[config.mk]
export PLATFORM = sky130hd
export DESIGN_NAME = sysex_message_deframer_flat
export DESIGN_NICKNAME = d
export VERILOG_FILES = /design/src/smd_pkg.sv /design/src/smd_chan_if.sv /design/src/sysex_message_deframer.sv /design/src/smd_payload_ram.sv /design/src/smd_parser.sv /design/src/flat_wrapper.sv
export SDC_FILE = /design/constraint.sdc
export NUM_CORES = 1
export LEC_CHECK = 0
export BUFFER_PORTS_ARGS = -buffer_cell sky130_fd_sc_hd__buf_2
export CAP_MARGIN = 20
export CORE_ASPECT_RATIO = 0.6
export CORE_MARGIN = 3
export CORE_UTILIZATION = 61
export DETAILED_ROUTE_END_ITERATION = 6
export PLACE_DENSITY = 0.78
export SLEW_MARGIN = 20
export SYNTH_ARGS = -nofsm -noshare
export SYNTH_HDL_FRONTEND = slang
export SYNTH_HIERARCHICAL = 1
export SYNTH_SLANG_ARGS = --single-unit
[constraint.sdc]
create_clock -name clk -period 4.35 [get_ports clk]
set_input_delay 1.305 -clock clk [delete_from_list [all_inputs] [get_ports clk]]
set_output_delay 1.305 -clock clk [all_outputs]
set_load 0.05 [all_outputs]
[src/smd_pkg.sv]
`default_nettype none
package smd_pkg;

  localparam int unsigned PAYLOAD_DEPTH_DEF = 64;

  localparam logic [7:0] CMD_MIN     = 8'h80;
  localparam logic [7:0] START_SYSEX = 8'hF0;
  localparam logic [7:0] SYSEX_TERM  = 8'hF7;
  localparam logic [7:0] EXT_ID      = 8'h00;

  typedef enum logic [1:0] {
    KIND_STD   = 2'd0,
    KIND_SYSEX = 2'd1,
    KIND_EXT   = 2'd2
  } msg_kind_t;

  typedef enum logic [3:0] {
    ST_IDLE,
    ST_STD1,
    ST_STD2,
    ST_SXID,
    ST_EXLO,
    ST_EXHI,
    ST_DATA,
    ST_STD_OUT0,
    ST_STD_OUT1,
    ST_EMIT_RD,
    ST_EMIT_WR
  } parse_state_t;

  typedef struct packed {
    logic        valid;
    msg_kind_t   kind;
    logic [13:0] ident;
    logic [7:0]  data;
    logic        last;
    logic        trunc;
  } result_t;

endpackage
`default_nettype wire

[src/smd_chan_if.sv]
`default_nettype none
interface smd_in_if;
  logic       valid;
  logic       ready;
  logic [7:0] in_byte;

  modport source (output valid, output in_byte, input ready);
  modport sink (input valid, input in_byte, output ready);
endinterface

interface smd_out_if;
  logic        valid;
  logic        ready;
  logic [1:0]  msg_kind;
  logic [13:0] msg_ident;
  logic [7:0]  data_byte;
  logic        last_byte;
  logic        truncated;

  modport source (output valid, output msg_kind, output msg_ident, output data_byte,
                  output last_byte, output truncated, input ready);
  modport sink (input valid, input msg_kind, input msg_ident, input data_byte,
                input last_byte, input truncated, output ready);
endinterface
`default_nettype wire

[src/sysex_message_deframer.sv]
`default_nettype none
// Channel   Direction  Payload
// in_ch     sink       in_byte (8)
// out_ch    source     msg_kind (2), msg_ident (14), data_byte (8), last_byte, truncated
//
// After an input byte that does not end a message, the parser is ready for the next one.
// Buffered sysex payload is read back from the payload memory, each byte by a read state
// and an emit state; a standard message puts out its two results; input waits meanwhile.
// Reset is synchronous and active low; it returns the parser to idle and empties the output.
// A full output register holds its result until taken, stalling only further results.
module sysex_message_deframer #(
  parameter int unsigned PAYLOAD_DEPTH = smd_pkg::PAYLOAD_DEPTH_DEF
) (
  input wire logic clk,
  input wire logic rst_n,
  smd_in_if.sink   in_ch,
  smd_out_if.source out_ch
);
  import smd_pkg::*;

  result_t     push;
  logic        out_free;
  logic        out_valid_r;
  logic [1:0]  kind_r;
  logic [13:0] ident_r;
  logic [7:0]  data_r;
  logic        last_r;
  logic        trunc_r;

  assign out_free = !out_valid_r || out_ch.ready;

  smd_parser #(
    .PAYLOAD_DEPTH (PAYLOAD_DEPTH)
  ) u_parser (
    .clk      (clk),
    .rst_n    (rst_n),
    .in_valid (in_ch.valid),
    .in_byte  (in_ch.in_byte),
    .in_ready (in_ch.ready),
    .out_free (out_free),
    .push     (push)
  );

  always_ff @(posedge clk) begin
    if (!rst_n) begin
      out_valid_r <= 1'b0;
    end else if (out_free) begin
      out_valid_r <= push.valid;
    end
  end

  always_ff @(posedge clk) begin
    if (out_free && push.valid) begin
      kind_r  <= push.kind;
      ident_r <= push.ident;
      data_r  <= push.data;
      last_r  <= push.last;
      trunc_r <= push.trunc;
    end
  end

  assign out_ch.valid     = out_valid_r;
  assign out_ch.msg_kind  = kind_r;
  assign out_ch.msg_ident = ident_r;
  assign out_ch.data_byte = data_r;
  assign out_ch.last_byte = last_r;
  assign out_ch.truncated = trunc_r;

endmodule
`default_nettype wire

[src/smd_payload_ram.sv]
`default_nettype none
module smd_payload_ram #(
  parameter int unsigned DEPTH = 64,
  parameter int unsigned AW    = $clog2(DEPTH)
) (
  input  wire logic          clk,
  input  wire logic          wr_en,
  input  wire logic [AW-1:0] wr_addr,
  input  wire logic [7:0]    wr_data,
  input  wire logic          rd_en,
  input  wire logic [AW-1:0] rd_addr,
  output logic      [7:0]    rd_data
);

  logic [7:0] mem [DEPTH];

  always_ff @(posedge clk) begin
    if (wr_en) begin
      mem[wr_addr] <= wr_data;
    end
  end

  always_ff @(posedge clk) begin
    if (rd_en) begin
      rd_data <= mem[rd_addr];
    end
  end

endmodule
`default_nettype wire

[src/smd_parser.sv]
`default_nettype none
module smd_parser #(
  parameter int unsigned PAYLOAD_DEPTH = smd_pkg::PAYLOAD_DEPTH_DEF
) (
  input  wire logic        clk,
  input  wire logic        rst_n,
  input  wire logic        in_valid,
  input  wire logic [7:0]  in_byte,
  output logic             in_ready,
  input  wire logic        out_free,
  output smd_pkg::result_t push
);
  import smd_pkg::*;

  localparam int unsigned AW = (PAYLOAD_DEPTH > 1) ? $clog2(PAYLOAD_DEPTH) : 1;
  localparam int unsigned CW = $clog2(PAYLOAD_DEPTH + 1);

  parse_state_t  state_r, state_nxt;
  msg_kind_t     kind_r, kind_nxt;
  logic [13:0]   ident_r, ident_nxt;
  logic [7:0]    first_r, first_nxt;
  logic [7:0]    second_r, second_nxt;
  logic [CW-1:0] count_r, count_nxt;
  logic          ovf_r, ovf_nxt;
  logic [AW-1:0] idx_r, idx_nxt;

  logic          acc;
  logic          wr_en;
  logic          rd_en;
  logic [7:0]    rd_data;
  logic          emit_last;

  smd_payload_ram #(
    .DEPTH (PAYLOAD_DEPTH),
    .AW    (AW)
  ) u_ram (
    .clk     (clk),
    .wr_en   (wr_en),
    .wr_addr (count_r[AW-1:0]),
    .wr_data (in_byte),
    .rd_en   (rd_en),
    .rd_addr (idx_r),
    .rd_data (rd_data)
  );

  always_ff @(posedge clk) begin
    if (!rst_n) begin
      state_r <= ST_IDLE;
      count_r <= '0;
      ovf_r   <= 1'b0;
      kind_r  <= KIND_STD;
      ident_r <= '0;
    end else begin
      state_r <= state_nxt;
      count_r <= count_nxt;
      ovf_r   <= ovf_nxt;
      kind_r  <= kind_nxt;
      ident_r <= ident_nxt;
    end
  end

  always_ff @(posedge clk) begin
    first_r  <= first_nxt;
    second_r <= second_nxt;
    idx_r    <= idx_nxt;
  end

  assign emit_last = ((CW'(idx_r) + CW'(1)) == count_r);

  always_comb begin
    state_nxt  = state_r;
    kind_nxt   = kind_r;
    ident_nxt  = ident_r;
    first_nxt  = first_r;
    second_nxt = second_r;
    count_nxt  = count_r;
    ovf_nxt    = ovf_r;
    idx_nxt    = idx_r;
    wr_en      = 1'b0;
    rd_en      = 1'b0;
    in_ready   = 1'b0;
    push       = '0;
    push.kind  = kind_r;
    push.ident = ident_r;

    case (state_r)
      ST_IDLE, ST_STD1, ST_STD2, ST_SXID, ST_EXLO, ST_EXHI, ST_DATA: in_ready = 1'b1;
      default: in_ready = 1'b0;
    endcase
    acc = in_valid && in_ready;

    case (state_r)
      ST_IDLE: begin
        if (acc && in_byte >= CMD_MIN && in_byte != SYSEX_TERM) begin
          count_nxt = '0;
          ovf_nxt   = 1'b0;
          if (in_byte == START_SYSEX) begin
            kind_nxt  = KIND_SYSEX;
            ident_nxt = '0;
            state_nxt = ST_SXID;
          end else begin
            kind_nxt  = KIND_STD;
            ident_nxt = {6'd0, in_byte};
            state_nxt = ST_STD1;
          end
        end
      end
      ST_STD1: begin
        if (acc) begin
          first_nxt = in_byte;
          state_nxt = ST_STD2;
        end
      end
      ST_STD2: begin
        if (acc) begin
          second_nxt = in_byte;
          state_nxt  = ST_STD_OUT0;
        end
      end
      ST_STD_OUT0: begin
        push.valid = 1'b1;
        push.data  = first_r;
        if (out_free) begin
          state_nxt = ST_STD_OUT1;
        end
      end
      ST_STD_OUT1: begin
        push.valid = 1'b1;
        push.data  = second_r;
        push.last  = 1'b1;
        if (out_free) begin
          state_nxt = ST_IDLE;
        end
      end
      ST_SXID: begin
        if (acc) begin
          if (in_byte == EXT_ID) begin
            kind_nxt  = KIND_EXT;
            state_nxt = ST_EXLO;
          end else begin
            kind_nxt  = KIND_SYSEX;
            ident_nxt = {6'd0, in_byte};
            state_nxt = ST_DATA;
          end
        end
      end
      ST_EXLO: begin
        if (acc) begin
          ident_nxt = {7'd0, in_byte[6:0]};
          state_nxt = ST_EXHI;
        end
      end
      ST_EXHI: begin
        if (acc) begin
          ident_nxt = {in_byte[6:0], ident_r[6:0]};
          state_nxt = ST_DATA;
        end
      end
      ST_DATA: begin
        if (acc) begin
          if (in_byte == SYSEX_TERM) begin
            idx_nxt   = '0;
            state_nxt = (count_r == '0) ? ST_IDLE : ST_EMIT_RD;
          end else if (count_r < CW'(PAYLOAD_DEPTH)) begin
            wr_en     = 1'b1;
            count_nxt = count_r + CW'(1);
          end else begin
            ovf_nxt = 1'b1;
          end
        end
      end
      ST_EMIT_RD: begin
        rd_en     = 1'b1;
        state_nxt = ST_EMIT_WR;
      end
      ST_EMIT_WR: begin
        push.valid = 1'b1;
        push.data  = rd_data;
        push.last  = emit_last;
        push.trunc = ovf_r;
        if (out_free) begin
          if (emit_last) begin
            state_nxt = ST_IDLE;
          end else begin
            idx_nxt   = idx_r + AW'(1);
            state_nxt = ST_EMIT_RD;
          end
        end
      end
      default: state_nxt = ST_IDLE;
    endcase
  end

endmodule
`default_nettype wire
[src/flat_wrapper.sv]
// flat-port wrapper written by rule: the top's interface ports become plain ports
module sysex_message_deframer_flat import smd_pkg::*;
#(
  parameter int unsigned PAYLOAD_DEPTH = smd_pkg::PAYLOAD_DEPTH_DEF
)
  (clk, rst_n, in_ch_valid, in_ch_in_byte, in_ch_ready, out_ch_valid, out_ch_msg_kind, out_ch_msg_ident, out_ch_data_byte, out_ch_last_byte, out_ch_truncated, out_ch_ready);
  smd_in_if in_ch_i ();
  smd_out_if out_ch_i ();
  input wire logic clk;
  input wire logic rst_n;
  input wire logic [$bits(in_ch_i.valid)-1:0] in_ch_valid;
  input wire logic [$bits(in_ch_i.in_byte)-1:0] in_ch_in_byte;
  output wire logic [$bits(in_ch_i.ready)-1:0] in_ch_ready;
  output wire logic [$bits(out_ch_i.valid)-1:0] out_ch_valid;
  output wire logic [$bits(out_ch_i.msg_kind)-1:0] out_ch_msg_kind;
  output wire logic [$bits(out_ch_i.msg_ident)-1:0] out_ch_msg_ident;
  output wire logic [$bits(out_ch_i.data_byte)-1:0] out_ch_data_byte;
  output wire logic [$bits(out_ch_i.last_byte)-1:0] out_ch_last_byte;
  output wire logic [$bits(out_ch_i.truncated)-1:0] out_ch_truncated;
  input wire logic [$bits(out_ch_i.ready)-1:0] out_ch_ready;
  assign in_ch_i.valid = in_ch_valid;
  assign in_ch_i.in_byte = in_ch_in_byte;
  assign in_ch_ready = in_ch_i.ready;
  assign out_ch_valid = out_ch_i.valid;
  assign out_ch_msg_kind = out_ch_i.msg_kind;
  assign out_ch_msg_ident = out_ch_i.msg_ident;
  assign out_ch_data_byte = out_ch_i.data_byte;
  assign out_ch_last_byte = out_ch_i.last_byte;
  assign out_ch_truncated = out_ch_i.truncated;
  assign out_ch_i.ready = out_ch_ready;
  sysex_message_deframer #(.PAYLOAD_DEPTH(PAYLOAD_DEPTH)) u_core (.clk(clk), .rst_n(rst_n), .in_ch(in_ch_i), .out_ch(out_ch_i));
endmodule
Yosys cells after proc, flatten, opt, wreduce, memory -nomap -nowiden
Memory sizes are Yosys's and may differ from the RTL's. A register that Yosys moved wholly into a read port is not among the register bits.
Cells that the tools add are included.

word-level totals
  bits in registers = 77
  bits in writable memories = 512
  input bits = 12
  output and inout bits = 28
  word-level logic and storage cells = 131
  memories = 1

cells by class
  add/sub/neg operators = 3
  $lt $le $gt $ge = 2
  eq/ne operators = 30
  mux-type cells = 54
  bitwise gates (word level) = 1
  reduce and logical (&&, ||, !) cells = 25

memories
  memory                     depth  width  read ports  clocked after Yosys merged registers in  wr ports  RTL line               RTL
  u_core.u_parser.u_ram.mem  64     8      1           1                                        1         smd_payload_ram.sv:15  logic [7:0] mem [DEPTH];

operator list
  operator                                                                number
  14-bit 2-to-1 mux                                                       5
  14-bit case mux with 4 select lines                                     1
  4-bit 2-to-1 mux                                                        13
  4-bit case mux with 11 select lines                                     1
  7-bit 2-to-1 mux                                                        4
  2-bit != test (second input constant)                                   13
  6-bit 2-to-1 mux                                                        4
  8-bit case mux with 3 select lines                                      1
  4-bit by 3-bit equality test with 1-bit output (second input constant)  4
  8-bit equality test (second input constant)                             2
  5-bit AND reduction                                                     3
  1-bit 2-to-1 mux                                                        14
  7-bit case mux with 2 select lines                                      1
  4-bit equality test (second input constant)                             3
  6-bit case mux with 2 select lines                                      1
  6-bit AND reduction                                                     2
  11-bit AND reduction                                                    1
  2-bit 2-to-1 mux                                                        5
  4-bit by 2-bit equality test with 1-bit output (second input constant)  2
  8-bit greater-or-equal comparator (second input constant)               1
  8-bit zero test                                                         1
  8-bit 2-to-1 mux                                                        1
  8-bit != test (second input constant)                                   1
  6-bit by 1-bit adder with 7-bit output (second input constant)          1
  21 further kinds                                                        30

Depth between registers and ports, before layout
Gate-level depths: netlist of the first run.

  word-level depth = 8
  depth in mapped cells = 9
  mapped depth without buffers = 7

Cells and area by module
Netlist of the first run, hierarchy kept.

by module, submodules not included
  module                  instances  cells each  area an instance (µm²)  sequential area each (µm²)
  smd_payload_ram         1          940         20,246.9                15,615.0
  smd_parser              1          275         2,645.0                 1,221.2
  sysex_message_deframer  1          31          838.3                   800.8

Worst setup path after synthesis of the first run
OpenSTA, ideal clock, no wires.

  path type = input to register
  from = in in_ch_valid
  to = mem u_core.u_parser.u_ram.mem[62][0] (enable)
  library setup time = 0.370 ns
  arrival = 3.068 ns
  required time = 3.980 ns
  slack = 0.911 ns
  cell stages on the path = 7
  path buffers = 1
  cells stage by stage = clkbuf_1 and2_1 nand3_1 nor2_1 nor2b_1 nand3_1 nor2_1

between the ends
  longest elaborated chain between the ends = 5

RTL lines
  what                                    RTL line               RTL
  start: declaration                      flat_wrapper.sv:11     input wire logic [$bits(in_ch_i.valid)-1:0] in_ch_valid;
  1-bit logical AND                       smd_parser.sv:90       acc = in_valid && in_ready;
  1-bit 2-to-1 mux                        smd_parser.sv:160      if (acc) begin
  1-bit 2-to-1 mux                        smd_parser.sv:92       case (state_r)
  via u_core.u_parser.wr_en               smd_parser.sv:28       logic wr_en;
  1-bit 2-to-1 mux                        smd_payload_ram.sv:18  if (wr_en) begin
  1-bit 2-to-1 mux (implied by the code)  smd_payload_ram.sv:19  mem[wr_addr] <= wr_data;
  end: declaration                        smd_payload_ram.sv:15

The timed path passes the listed nets, and every way through them passes these cells.

Worst setup path after layout of the first run
  from = reg u_core.u_parser.state_r[2]
  to = mem u_core.u_parser.u_ram.mem[0][0] (enable)

between the ends
  longest elaborated chain between the ends = 8
  elaborated cells on any way between the ends = 14
  those cells by class = eq/ne (6); mux (5); reduce/logical (3)

RTL lines
  what                                                                          RTL line                            RTL
  start: declaration                                                            smd_parser.sv:18                    parse_state_t state_r, state_nxt;
  start signal: assignment                                                      smd_parser.sv:54                    state_r <= state_nxt;
  4-bit by 3-bit equality test with 1-bit output, or another cell as far along  smd_parser.sv:86, smd_parser.sv:92
  7-bit OR reduction                                                            smd_parser.sv:86                    case (state_r)
  1-bit 2-to-1 mux                                                              smd_parser.sv:86
  1-bit logical AND                                                             smd_parser.sv:90
  1-bit 2-to-1 mux                                                              smd_parser.sv:160
  1-bit 2-to-1 mux (*)                                                          smd_parser.sv:92
  via u_core.u_parser.wr_en                                                     smd_parser.sv:28
  1-bit 2-to-1 mux (*)                                                          smd_payload_ram.sv:18
  1-bit 2-to-1 mux (implied by the code) (*)                                    smd_payload_ram.sv:19

Mark *: on every way through the listed nets, which the timed path passes. The rest lies on a longest branch.

==> results of run 1 <==
-- state kept, by name, summed over array words and instances (netlist names) --
register / flops
u_core/u_parser/count_r: 7
u_core/out_ch.msg_ident: 14
u_core/out_ch.data_byte: 8
u_core/u_parser/kind_r: 2
u_core/out_ch.valid: 1
u_core/out_ch.last_byte: 1
u_core/u_parser/ovf_r: 1
u_core/out_ch.truncated: 1
u_core/u_parser/u_ram/rd_data: 8
u_core/u_parser/ident_r: 14
u_core/u_parser/u_ram/mem: 512
u_core/u_parser/idx_r: 6
u_core/u_parser/second_r: 8
u_core/out_ch.msg_kind: 2
u_core/u_parser/first_r: 8
u_core/u_parser/state_r: 4
-- through the flow --
stage | util, % | std cells
floorplan | - | 1246
global placement | 64.9 | 1799
detailed placement | 64.9 | 1799
CTS | 68.8 | 1883
global route | 68.8 | 1883
finish | 68.8 | 1883
-- Yosys cell counts (7+ instances only) --
| cell type | count | area (um2) |
|---|---|---|
| sky130_fd_sc_hd__a21oi_1 | 12 | 60.1 |
| sky130_fd_sc_hd__nand2b_1 | 11 | 68.8 |
| sky130_fd_sc_hd__nor2_1 | 109 | 409 |
| sky130_fd_sc_hd__a222oi_1 | 8 | 80.1 |
| sky130_fd_sc_hd__nand2_1 | 52 | 195 |
| sky130_fd_sc_hd__inv_1 | 12 | 45.0 |
| sky130_fd_sc_hd__mux4_2 | 126 | 2840 |
| sky130_fd_sc_hd__nor2b_1 | 20 | 125 |
| sky130_fd_sc_hd__nand3_1 | 25 | 125 |
| sky130_fd_sc_hd__xor2_1 | 9 | 78.8 |
| sky130_fd_sc_hd__mux2_2 | 13 | 146 |
| sky130_fd_sc_hd__edfxtp_1 | 568 | 17100 |
| sky130_fd_sc_hd__o22ai_1 | 11 | 68.8 |
| sky130_fd_sc_hd__mux2i_1 | 30 | 300 |
| sky130_fd_sc_hd__o221ai_1 | 9 | 78.8 |
| sky130_fd_sc_hd__and2_1 | 7 | 43.8 |
| sky130_fd_sc_hd__nand4_1 | 11 | 68.8 |
| sky130_fd_sc_hd__dfxtp_1 | 29 | 581 |
| sky130_fd_sc_hd__nor3_1 | 11 | 55.1 |
| sky130_fd_sc_hd__buf_2 | 13 | 65.1 |
| sky130_fd_sc_hd__o21ai_1 | 9 | 45.0 |
| sky130_fd_sc_hd__buf_4 | 14 | 105 |
| sky130_fd_sc_hd__clkbuf_1 | 23 | 86.3 |
| sky130_fd_sc_hd__o21ai_0 | 9 | 45.0 |
-- layout make-up --
cell class	instances	area, um2	share of cell area (%)
Multi-Input combinational cell	575	5670	21.7
Inverter	12	45.0	0.172
Tap cell	513	642	2.45
Sequential cell	597	17600	67.4
Clock inverter	23	165	0.631
Clock buffer	61	1300	4.97
Timing Repair Buffer	102	718	2.74
-- power by group --
part	total [mW]	leakage (nW)	switching, mW	internal [mW]
combinational	0.619	2.00	0.441	0.178
clock	4.16	0.718	1.93	2.23
sequential	6.46	5.35	0.0880	6.37
total	11.2	8.07	2.46	8.78
-- routing by layer --
layer	track usage (%)	routed length [um]
met4	5.26	952
met3	9.04	9030
met1	48.1	24000
met5	0	0
met2	37.9	24200
-- cells by family (layout without fill, tap and decap cells) --
family,after synthesis,in the layout
AO/OA/AOI/OAI,112,112
XOR/XNOR,15,15
adder cells (fa/ha/maj),3,3
buffers and inverters,74,198
flip-flops,597,597
multiplexers,169,169
AND/OR/NAND/NOR,276,276
-- worst max-delay path: cells and delay by family, from the launching register on --
family	cells	cell delay (ns)
DFF	1	0.78
and+or+nand+nor	7	2.61
-- layout by cell type, fill, tap and decap left out, drive strengths merged, types with 11 or more instances in the layout --
cell type,n
edfxtp,568
nand3,25
dfxtp,29
o22ai,11
nand4,11
nand2b,12
clkbuf,61
mux2i,30
o21ai,19
clkinv,18
mux4,126
mux2,13
buf,102
nor2,111
a21oi,12
nor2b,20
inv,14
nand2,53
nor3,13
-- final timing paths --
check / to / slack [ns]
setup reg to reg: u_core/u_parser/u_ram/mem[0][0] / 0.58
hold / removal: u_core/out_ch.msg_ident[2] / 0.43
setup / recovery: u_core/u_parser/u_ram/mem[0][0] / 0.58
hold reg to reg: u_core/out_ch.msg_ident[2] / 0.43
==> results.txt, run 1 <==
The run finished, with violations left. The checks that failed: design-rule violations. In the routed design, unresolved DRC markers number 3. Counting cells, the worst reg-to-reg path comes to 7. Counting flops with a built-in enable in the synthesized netlist gives 568.

The run gives 0 as the max-cap violation count. The number of instances on the worst hold path came out at 0. For the cell area after layout, the log shows 26200 um2. For this design the ratio of total power to cell area is 429 nW/um2. The detailed router finished its first iteration with 1828 violations. In this run the clock root is driven by a sky130_fd_sc_hd__clkbuf_16. Sequential-to-total area share from yosys stat: 74.3%.

For the worst-case vdd ir drop, the log shows 0.479 mV. The floorplan die area is 41400 um2. The type of the setup path with the least slack is reg -> reg.

Entering global routing, the biggest net connects 72 pins. The chip height works out to 159 um. The count of filler cells inserted in the layout came out at 2302. Setup violations remaining at the end of the flow were counted as 0. The largest family of logic cells by synthesized area was multiplexers. The final number of hold-violating endpoints is 0, and the flip-flop and latch count after synthesis is 597.

The launching element type of the critical path is a flip-flop. The length of the first detailed-routing pass in iterations was 7. Data arrives at the worst endpoint at 3.97 ns. For the required time of the critical path, the log shows 4.55 ns.

The number of pins with negative max-slew slack in the final report was 0. The path class of the tightest hold or removal check is reg -> reg. The total of buffers placed on input and output ports is 39, and the fraction of layout cells with a size suffix above 1 is 23.6%. Yosys printed 6 warnings. OpenSTA, run right after detailed placement, puts the worst setup slack at 0.213 ns. Setup repair after global routing left no endpoint under its margin. For the final database, setup skew stands at 0.0335 ns. The run gives 48 as the number of buffers added by the clock tree synthesis step. The clock period minus final worst setup slack is 3.77 ns. The tools report the cell area reported after detailed placement as 24700 um2. TritonCTS built the clock tree. The slowest stage of the critical path is the sky130_fd_sc_hd__nor2_1 cell. For this configuration, the core starts out at a cell density of 62.4%. Summing the areas of all and, or, nand and nor instances in the mapped netlist gives 5.62% of the synthesized area.

Sum of negative setup slack: 0 ns. The origin of the worst setup path was u_core/u_parser/state_r[2]. For the worst hold margin, the log shows 0.430 ns. STA classifies the critical path endpoint as a flip-flop.

The startpoint identified for the worst hold timing path is u_core/u_parser/ident_r[2]. In this run the core area contains 55 standard-cell rows. The compound-cell area share of the yosys netlist came out at 3.66%. After clock tree synthesis, the clock-pin slew on the worst setup and hold paths is 0.06 ns. For the worst-skew pair, the clock arrives at the later sink with an insertion delay of 0.59 ns. Synthesis produced 1246 cells. In this run the cell area of the synthesized design comes to 23700 um2. The clock tree synthesis step divided the H-tree into 2 levels. The final layout contains routed wiring with a total length of 58200 um. Placer congestion estimate: 0.904. Of the total synthesized cell area, the portion taken by full adders, half adders and majority gates is 0.158%.

In this run the remaining antenna-violating nets after routing total 0. In the post-route analysis, the smallest setup slack over all paths is 0.583 ns. Share of flip-flops with an asynchronous set or reset after synthesis: 0%. From left edge to right edge, the die measures 261 um. Across all layers, the routed design uses 13149 vias. Walking the worst path, the cells encountered are nand2b_1 > nor2_1 > nand3_1 > nor2_1 > nor2b_1 > nand2_1 > nor2_1.

No sink is reached through more buffers than the 3 on the longest clock path. Global routing used 28.8% of the available tracks. The tools report the startpoint of the worst register-to-register path as u_core/u_parser/state_r[2].

40 I/O pins were placed. For this run, the leading register cell type out of synthesis is sky130_fd_sc_hd__edfxtp_1. The layout net count is 1351, and the post-synthesis to final-layout area growth is 10.3%. In this run the standard cell core region covers 38100 um2.

The number of antenna diodes in the final layout is 0. For the pin with the worst max-slew slack, the measured transition is 1.05 ns. The initial antenna violation count came out at 0.

The distinct cell type count after synthesis is 71, and the delay of the slowest cell on the worst path is 0.81 ns. Post-synth net total: 1261. The highest fanout seen on the critical path was 18; the xor and xnor fraction of the mapped netlist area was 0.612%. The number of global-route vias before repair came out at 12574. For the count of buffers added by post-CTS timing repair for setup, the log shows 0.

In this run the tightest slew margin relative to its limit is 29.9%. Buffers inserted to repair hold after CTS numbered 0. The fmax is 265 MHz, and the per-instance average area after synthesis is 19.0 um2. After layout, the worst path uses 86.6% of the clock period. For the first-pass GRT wire length, the log shows 86700 um. CTS saw 597 sinks. Post-CTS repair changed the size of 0 cells.

The half-perimeter wire length after placement came out at 36400 um. The multiplexer share of the synthesized area is 13.8%, and the number of vias per cell is 6.98. The per-cell routed wire length came out at 30.9 um.

The dominant cell type by count on the critical path was sky130_fd_sc_hd__nor2_1. In this run the static leakage power is 8.07 nW. For this run the aggregate overflow at the end of global routing stands at 0.

The run gives 11.2 mW as the power consumption.
Power figures use the tool's default switching activity.
==> run 2: changes to the inputs <==
--- a/config.mk
+++ b/config.mk
@@ -8,8 +8,8 @@
 export BUFFER_PORTS_ARGS = -buffer_cell sky130_fd_sc_hd__buf_2
 export CAP_MARGIN = 20
 export CORE_ASPECT_RATIO = 0.6
-export CORE_MARGIN = 3
 export CORE_UTILIZATION = 61
+export CTS_BUF_LIST = sky130_fd_sc_hd__clkbuf_16
 export DETAILED_ROUTE_END_ITERATION = 6
 export PLACE_DENSITY = 0.78
 export SLEW_MARGIN = 20
==> results.txt, run 2 (synthesis gave the netlist of run 1 again) <==
The total inserted antenna cells came out at 0 (unchanged). The number of flip-flops under the largest register name was 512 (unchanged); the depth of the worst register-to-register path was 5 (was 7). The half-perimeter wire length after placement was 35700 um (was 36400 um); the total area of multi-input combinational cells was 5670 um2 (about the same). The tools report the number of buffers added by the clock tree synthesis step as 50 (was 48). The length of the first detailed-routing pass in iterations is 7 (unchanged). Required time of the critical path: 4.55 ns (about the same). Cell count after placement: 1823 (was 1799). The run finished with clean final reports.

The logs give 2378 (was 1828) for the detailed router's first-iteration violation count and 24900 um2 (was 24700 um2) for the cell area reported after detailed placement. The run gives 11.7 mW (was 11.2 mW) as the power consumption. The cell family with the largest share of critical-path delay is simple AND/OR/NAND/NOR gates (unchanged). The hold buffer count at cts came out at 0 (unchanged). Top library cells by usage in the layout, fill and taps aside: 568 x sky130_fd_sc_hd__edfxtp_1, 126 x sky130_fd_sc_hd__mux4_2, 109 x sky130_fd_sc_hd__nor2_1 (unchanged).

The most common cell after layout, fill and taps aside was sky130_fd_sc_hd__edfxtp_1 (unchanged). The tools report the number of vias in the routed layout as 13052 (was 13149). The global route total overflow is 0 (unchanged), and the initial antenna violation count is 3 (was 0). The placer congestion estimate is 0.890 (was 0.904). TritonCTS built the clock tree. For the count of clock tree sinks, the log shows 597 (unchanged). Total of buffers placed on input and output ports: 39 (unchanged). The number of pins with negative max-slew slack in the final report is 0 (unchanged), and the number of buffer and inverter stages on the critical path is 2 (was 0). The post-route antenna net violation count is 0 (unchanged). The tools report the launching element type of the critical path as an input pin (was a flip-flop).

CP cell instances: buf_2 > nand4b_1 > or2_1 > nand3_1 > nor2_1 > nor2b_1 > nand3_1 > buf_4 > nor2_1 (was nand2b_1 > nor2_1 > nand3_1 > nor2_1 > nor2b_1 > nand2_1 > nor2_1). The floorplan die area is 39700 um2 (was 41400 um2), and the minimum setup slack among reg-to-reg paths is 1.04 ns (was 0.58 ns). The data arrival time of the critical path was 3.60 ns (was 3.97 ns).

The maximum number of pins on one net before global-route repair is 72 (unchanged), and the count of instances resized after the clock tree is built is 0 (unchanged). The tools report the relative max-transition margin as 28.2% (was 29.9%). The number of global-route vias before repair came out at 12490 (was 12574). The tools report the startpoint of the worst register-to-register path as u_core/u_parser/idx_r[1] (was u_core/u_parser/state_r[2]).

Number of rows in the core area: 55 (unchanged). The run gives 84900 um (was 86700 um) as the first-pass GRT wire length. The worst-case vdd ir drop was 0.360 mV (was 0.479 mV); the count of filler cells inserted in the layout was 2243 (was 2302). The fmax is 294 MHz (was 265 MHz). Max-cap violation count: 0 (unchanged). Nature of the critical path endpoint: a flip-flop (unchanged). The worst-margin pin slew is 1.08 ns (was 1.05 ns). The largest register by flop count was u_core/u_parser/u_ram/mem (unchanged).

The chip height is 155 um (was 159 um), and the critical path depth is 9 (was 7). The setup-violating endpoint count in the final report came out at 0 (unchanged). Origin of the worst setup path: in_ch_in_byte[3] (was u_core/u_parser/state_r[2]). The number of ports placed on the die boundary was 40 (unchanged); the fraction of layout cells with a size suffix above 1 was 25.2% (was 23.6%). The path class of the lowest-slack min-delay path is reg -> reg (unchanged). Post-route fraction of the period consumed by the critical path: 78.1% (was 86.6%). Sequential cell area: 17600 um2 (unchanged). The highest fanout seen on the critical path is 8 (was 18).

The cell area after layout was 26600 um2 (was 26200 um2); the latest clock arrival within the worst-skew pair was 0.58 ns (was 0.59 ns). The delay of the slowest cell on the worst path is 0.61 ns (was 0.81 ns). The tools report the worst hold margin as 0.432 ns (was 0.430 ns). Setup repair after global routing left no endpoint under its margin. The layout net count was 1377 (was 1351); the x dimension of the die was 257 um (was 261 um). Launch point of the worst hold path: u_core/u_parser/kind_r[0] (was u_core/u_parser/ident_r[2]). The tools report the sum of negative setup slack as 0 ns (unchanged). The library cell contributing the largest single delay on the critical path is sky130_fd_sc_hd__nor2_1 (unchanged). The tools report the worst-case clock skew as 0.0212 ns (was 0.0335 ns). The tools report the leakage power as 8.37 nW (was 8.07 nW). The power per cell area is 439 nW/um2 (was 429 nW/um2), and the clock transition time at the flip-flop clock pins of the worst setup and hold paths is 0.06 ns (about the same). The run gives 29.9% (was 28.8%) as the global-route usage over all layers.

The count of buffers added by post-CTS timing repair for setup was 0 (unchanged); the per-cell routed wire length was 30.2 um (was 30.9 um). Number of levels in the clock H-tree: 2 (unchanged). The number of vias per cell came out at 6.81 (was 6.98). The final number of hold-violating endpoints was 0 (unchanged). The end of the worst register-to-register path was u_core/u_parser/u_ram/rd_data[2] (was u_core/u_parser/u_ram/mem[0][0]). The post-synthesis to final-layout area growth is 12.1% (was 10.3%), and the initial standard-cell utilization of the core is 62.5% (was 62.4%). The logs give 0 (was 3) for the total DRC errors in the routed layout and 1916 (was 1883) for the number of cells in the finished layout apart from fillers. The area of the core came out at 38000 um2 (was 38100 um2). The maximum clock insertion buffer count is 3 (unchanged).

The tools report the endpoint of the most critical setup path as u_core/u_parser/u_ram/mem[22][3] (was u_core/u_parser/u_ram/mem[0][0]). The tools report the clock root buffer master as sky130_fd_sc_hd__clkbuf_16 (unchanged). The routed wire length is 57900 um (was 58200 um).

Type of the setup path with the least slack: in -> reg (was reg -> reg). The clock period minus final worst setup slack was 3.40 ns (was 3.77 ns).
run 2: cell count changes in the layout (fill, tap and decap cells not counted), moves of 3 or more:
cell and change:
sky130_fd_sc_hd__clkbuf_1 -9, sky130_fd_sc_hd__clkbuf_8 -3, sky130_fd_sc_hd__clkinv_2 +5, sky130_fd_sc_hd__buf_4 +22, sky130_fd_sc_hd__clkbuf_16 +4, sky130_fd_sc_hd__inv_1 +13, sky130_fd_sc_hd__bufinv_16 +5
run 2: routing by layer:
metal | GRT usage [%] | up-vias | share of wire, %
li1 | - | 5286 | -
met1 | 48.6 | 6704 | 42
met2 | 40.8 | 974 | 42
met3 | 8.10 | 88 | 14
met4 | 6.12 | 0 | 1.8
met5 | 0 | - | 0
run 2: cell type report:
type,count,area share [%]
repair buffers,126,3.47
inverters,12,0.169
multi-input cells,575,21.3
well taps,513,2.41
clock inverters,40,1.31
flip-flops and latches,597,66.3
clock buffers,53,4.99
run 2: worst min path at each step:
stage | cells past startpoint | endpoint | slack (ns)
after floorplan | 0 | u_core/out_ch.msg_kind[0] | 0.40
after global placement | 0 | u_core/out_ch.msg_kind[0] | 0.42
after detailed placement | 0 | u_core/out_ch.msg_kind[0] | 0.41
after CTS | 0 | u_core/out_ch.msg_kind[0] | 0.43
after global routing | 0 | u_core/out_ch.msg_ident[2] | 0.45
final | 0 | u_core/out_ch.msg_kind[0] | 0.43
run 2: through the flow:
stage / setup WS (ns) / utilization (%)
after floorplan: 0.911 / -
after global placement: 0.586 / 65.6
after detailed placement: 0.489 / 65.6
after CTS: 1.04 / 70.0
after global routing: 0.802 / 70.0
final: 0.952 / 70.0
run 2: report_power, final:
| group | leakage (nW) | switching (mW) | total [mW] | internal (mW) |
|---|---|---|---|---|
| Sequential | 5.35 | 0.0886 | 6.46 | 6.37 |
| Clock | 0.878 | 1.99 | 4.60 | 2.61 |
| Combinational | 2.14 | 0.437 | 0.617 | 0.180 |
| Total | 8.37 | 2.52 | 11.7 | 9.16 |
==> run 3: changes to the inputs <==
==> constraint.sdc (replaced) <==
create_clock -name clk -period 3.5 [get_ports clk]
set_input_delay 1.05 -clock clk [delete_from_list [all_inputs] [get_ports clk]]
set_output_delay 1.05 -clock clk [all_outputs]
set_load 0.05 [all_outputs]
==> results.txt, run 3 (synthesis gave the netlist of run 1 again) <==
The flow ran to the end, but the final reports show violations. The final reports fail on design-rule violations. The number of levels in the clock H-tree is 2 (unchanged).

Count of instances resized after the clock tree is built: 0 (unchanged). The logs give 0.58 ns (about the same) for the latest clock arrival within the worst-skew pair and 1844 (was 1823) for the cell count after placement. The run gives 1399 (was 1377) as the layout net count.

The global-route usage over all layers was 29.6% (was 29.9%). The proportion of power drawn by flip-flops and latches is 55.1% (was 55.3%), and the fraction of layout cells with a size suffix above 1 is 26.6% (was 25.2%). For the length of the first detailed-routing pass in iterations, the log shows 7 (unchanged).

Global route total overflow: 0 (unchanged). The total net switching power is 3.13 mW (was 2.52 mW). Top library cells by usage in the layout, fill and taps aside: 568 x sky130_fd_sc_hd__edfxtp_1, 126 x sky130_fd_sc_hd__mux4_2, 108 x sky130_fd_sc_hd__nor2_1 (was 568 x sky130_fd_sc_hd__edfxtp_1, 126 x sky130_fd_sc_hd__mux4_2, 109 x sky130_fd_sc_hd__nor2_1).

The worst-margin pin slew is 1.03 ns (was 1.08 ns), and the sum of negative setup slack is 0 ns (unchanged). The startpoint of the worst register-to-register path was u_core/u_parser/state_r[1] (was u_core/u_parser/idx_r[1]). The cell family with the largest share of critical-path delay is simple AND/OR/NAND/NOR gates (unchanged).

The depth of the worst register-to-register path was 9 (was 5); the combinational share of power was 5.6% (was 5.3%). Setup repair after global routing left no endpoint under its margin. The placer congestion estimate was 0.935 (was 0.890). The run gives 0 (unchanged) as the final number of hold-violating endpoints.

The number of vias per cell was 6.67 (was 6.81); the detailed router's first-iteration violation count was 1783 (was 2378). The area of the core is 38000 um2 (unchanged), and the power per cell area is 543 nW/um2 (was 439 nW/um2). For this run, the top clock speed supported by timing is 338 MHz.

The half-perimeter wire length after placement came out at 35800 um (was 35700 um). The data arrival time of the critical path is 3.22 ns (was 3.60 ns), and the leakage power is 8.48 nW (was 8.37 nW). The library cell contributing the largest single delay on the critical path was sky130_fd_sc_hd__dfxtp_1 (was sky130_fd_sc_hd__nor2_1).

For the maximum number of pins on one net before global-route repair, the log shows 72 (unchanged). The number of flip-flops under the largest register name was 512 (unchanged); the total DRC errors in the routed layout was 4 (was 0). The tools report the power consumption as 14.5 mW (was 11.7 mW). The run gives 0 (unchanged) as the post-route antenna net violation count. Delay of the slowest cell on the worst path: 0.63 ns (was 0.61 ns).

The number of vias in the routed layout came out at 12927 (was 13052). The number of instances on the worst hold path works out to 0 (unchanged). The initial standard-cell utilization of the core was 62.5% (unchanged). For the floorplan die area, the log shows 39700 um2 (unchanged). Total area of multi-input combinational cells: 5670 um2 (about the same).

For the minimum setup slack among reg-to-reg paths, the log shows 0.54 ns (was 1.04 ns). Share of total power in the clock network: 39.3% (was 39.4%). For the pre-CTS worst setup slack, the log shows 0.125 ns (was 0.489 ns). For the required time of the critical path, the log shows 3.76 ns (was 4.55 ns). The sequential cell area is 17600 um2 (unchanged), and the total of buffers placed on input and output ports is 39 (unchanged). X dimension of the die: 257 um (unchanged).

TritonCTS built the clock tree. CP cell instances: nand2b_1 > nor2_1 > nand3_1 > nor2_1 > buf_4 > nand4_1 > buf_4 > nor2_1 > buf_4 (was buf_2 > nand4b_1 > or2_1 > nand3_1 > nor2_1 > nor2b_1 > nand3_1 > buf_4 > nor2_1). The routed wire length was 58000 um (was 57900 um). The logs give 84200 um (was 84900 um) for the first-pass GRT wire length and 1938 (was 1916) for the number of cells in the finished layout apart from fillers. The largest register by flop count was u_core/u_parser/u_ram/mem (unchanged).

The tools report the clock root buffer master as sky130_fd_sc_hd__clkbuf_16 (unchanged). Post-synthesis to final-layout area growth: 12.8% (was 12.1%). The tools report the count of filler cells inserted in the layout as 2229 (was 2243). The worst-case vdd ir drop came out at 0.426 mV (was 0.360 mV).

The post-route fraction of the period consumed by the critical path is 84.6%, and the count of clock tree sinks is 597 (unchanged). The count of buffers added by post-CTS timing repair for setup is 0 (unchanged). The logs give 40 (unchanged) for the number of ports placed on the die boundary and 3 (unchanged) for the maximum clock insertion buffer count. The most common cell after layout, fill and taps aside was sky130_fd_sc_hd__edfxtp_1 (unchanged).

The number of buffer and inverter stages on the critical path was 3 (was 2); the switching fraction of total power was 21.6% (about the same). The internal cell power was 11.4 mW (was 9.16 mW); the highest fanout seen on the critical path was 14 (was 8). The tools report the hold path endpoint as u_core/out_ch.msg_ident[2] (was u_core/out_ch.msg_kind[0]). Nature of the critical path endpoint: a flip-flop (unchanged).

The worst-case clock skew was 0.0277 ns (was 0.0212 ns); the number of rows in the core area was 55 (unchanged). The launch point of the worst hold path is u_core/u_parser/ident_r[2] (was u_core/u_parser/kind_r[0]). The per-cell routed wire length is 29.9 um (was 30.2 um). The chip height was 155 um (unchanged). The tools report the origin of the worst setup path as u_core/u_parser/state_r[1] (was in_ch_in_byte[3]). The logs give 0 (unchanged) for the hold buffer count at cts and 0 (unchanged) for the max-cap violation count.

The setup-violating endpoint count in the final report was 0 (unchanged); the clock period minus final worst setup slack was 2.96 ns. The launching element type of the critical path was a flip-flop (was an input pin). Initial antenna violation count: 2 (was 3). The clock transition time at the flip-flop clock pins of the worst setup and hold paths is 0.07 ns (was 0.06 ns). End of the worst register-to-register path: u_core/u_parser/u_ram/mem[31][0] (was u_core/u_parser/u_ram/rd_data[2]).

For the worst hold margin, the log shows 0.433 ns (was 0.432 ns). The logs give 50 (unchanged) for the number of buffers added by the clock tree synthesis step and 12533 (was 12490) for the number of global-route vias before repair. The minimum setup slack in the final design was 0.539 ns (was 0.952 ns). The path class of the lowest-slack min-delay path was reg -> reg (unchanged). The type of the setup path with the least slack was reg -> reg (was in -> reg). For the number of pins with negative max-slew slack in the final report, the log shows 0 (unchanged). The relative max-transition margin was 31.1% (was 28.2%).
-- run 3: changes by cell type in the layout (fill, tap and decap cells not counted) --
cell / previous run / this run
sky130_fd_sc_hd__buf_4: 81 / 102
sky130_fd_sc_hd__clkinv_2: 11 / 9
sky130_fd_sc_hd__clkinv_4: 0 / 1
sky130_fd_sc_hd__inv_1: 25 / 24
sky130_fd_sc_hd__nor2_1: 109 / 108
sky130_fd_sc_hd__nor2_2: 2 / 3
sky130_fd_sc_hd__clkinv_1: 9 / 7
sky130_fd_sc_hd__diode_2: 0 / 2
sky130_fd_sc_hd__buf_8: 0 / 1
sky130_fd_sc_hd__clkinvlp_4: 0 / 1
sky130_fd_sc_hd__inv_6: 0 / 1
-- run 3: how the worst max path moves through the flow --
stage	slack (ns)	endpoint	cells past startpoint
after global routing	0.42	u_core/u_parser/u_ram/mem[4][0]	8
after global placement	0.18	u_core/u_parser/u_ram/mem[4][6]	9
after floorplan	0.32	u_core/u_parser/u_ram/mem[62][0]	7
final	0.54	u_core/u_parser/u_ram/mem[31][0]	9
after CTS	0.61	u_core/u_parser/u_ram/rd_data[0]	6
after detailed placement	0.12	u_core/u_parser/ident_r[7]	7
-- run 3: per-stage QoR --
stage	utilization (%)	cell area, um2
after global placement	66.0	25100
final	70.5	26800
after floorplan	-	23700
after global routing	70.5	26800
after detailed placement	66.0	25100
after CTS	70.4	26800
-- run 3: power groups by stage --
| stage | combinational [mW] | clock (mW) | sequential [mW] |
|---|---|---|---|
| global placement | 0.746 | 0 | 8.15 |
| CTS | 0.789 | 5.76 | 8.00 |
| global route | 0.868 | 6.02 | 8.01 |
| floorplan | 0.510 | 0 | 8.15 |
| finish | 0.811 | 5.72 | 8.00 |
| detailed placement | 0.774 | 0 | 8.15 |
-- run 3: cell type report --
| cell class | instances | share of cell area [%] |
|---|---|---|
| diodes | 2 | 0.0187 |
| well taps | 513 | 2.40 |
| repair buffers | 148 | 4.09 |
| clock buffers | 53 | 4.95 |
| clock inverters | 38 | 1.31 |
| multi-input cells | 575 | 21.2 |
| flip-flops and latches | 597 | 65.9 |
| inverters | 12 | 0.168 |
-- run 3: routing by layer --
layer / vias up / wire [um] / global-route usage (%)
li1: 5331 / - / -
met1: 6598 / 24000 / 46.5
met2: 907 / 24300 / 39.9
met3: 91 / 8640 / 10.8
met4: 0 / 1060 / 6.60
met5: - / 0 / 0
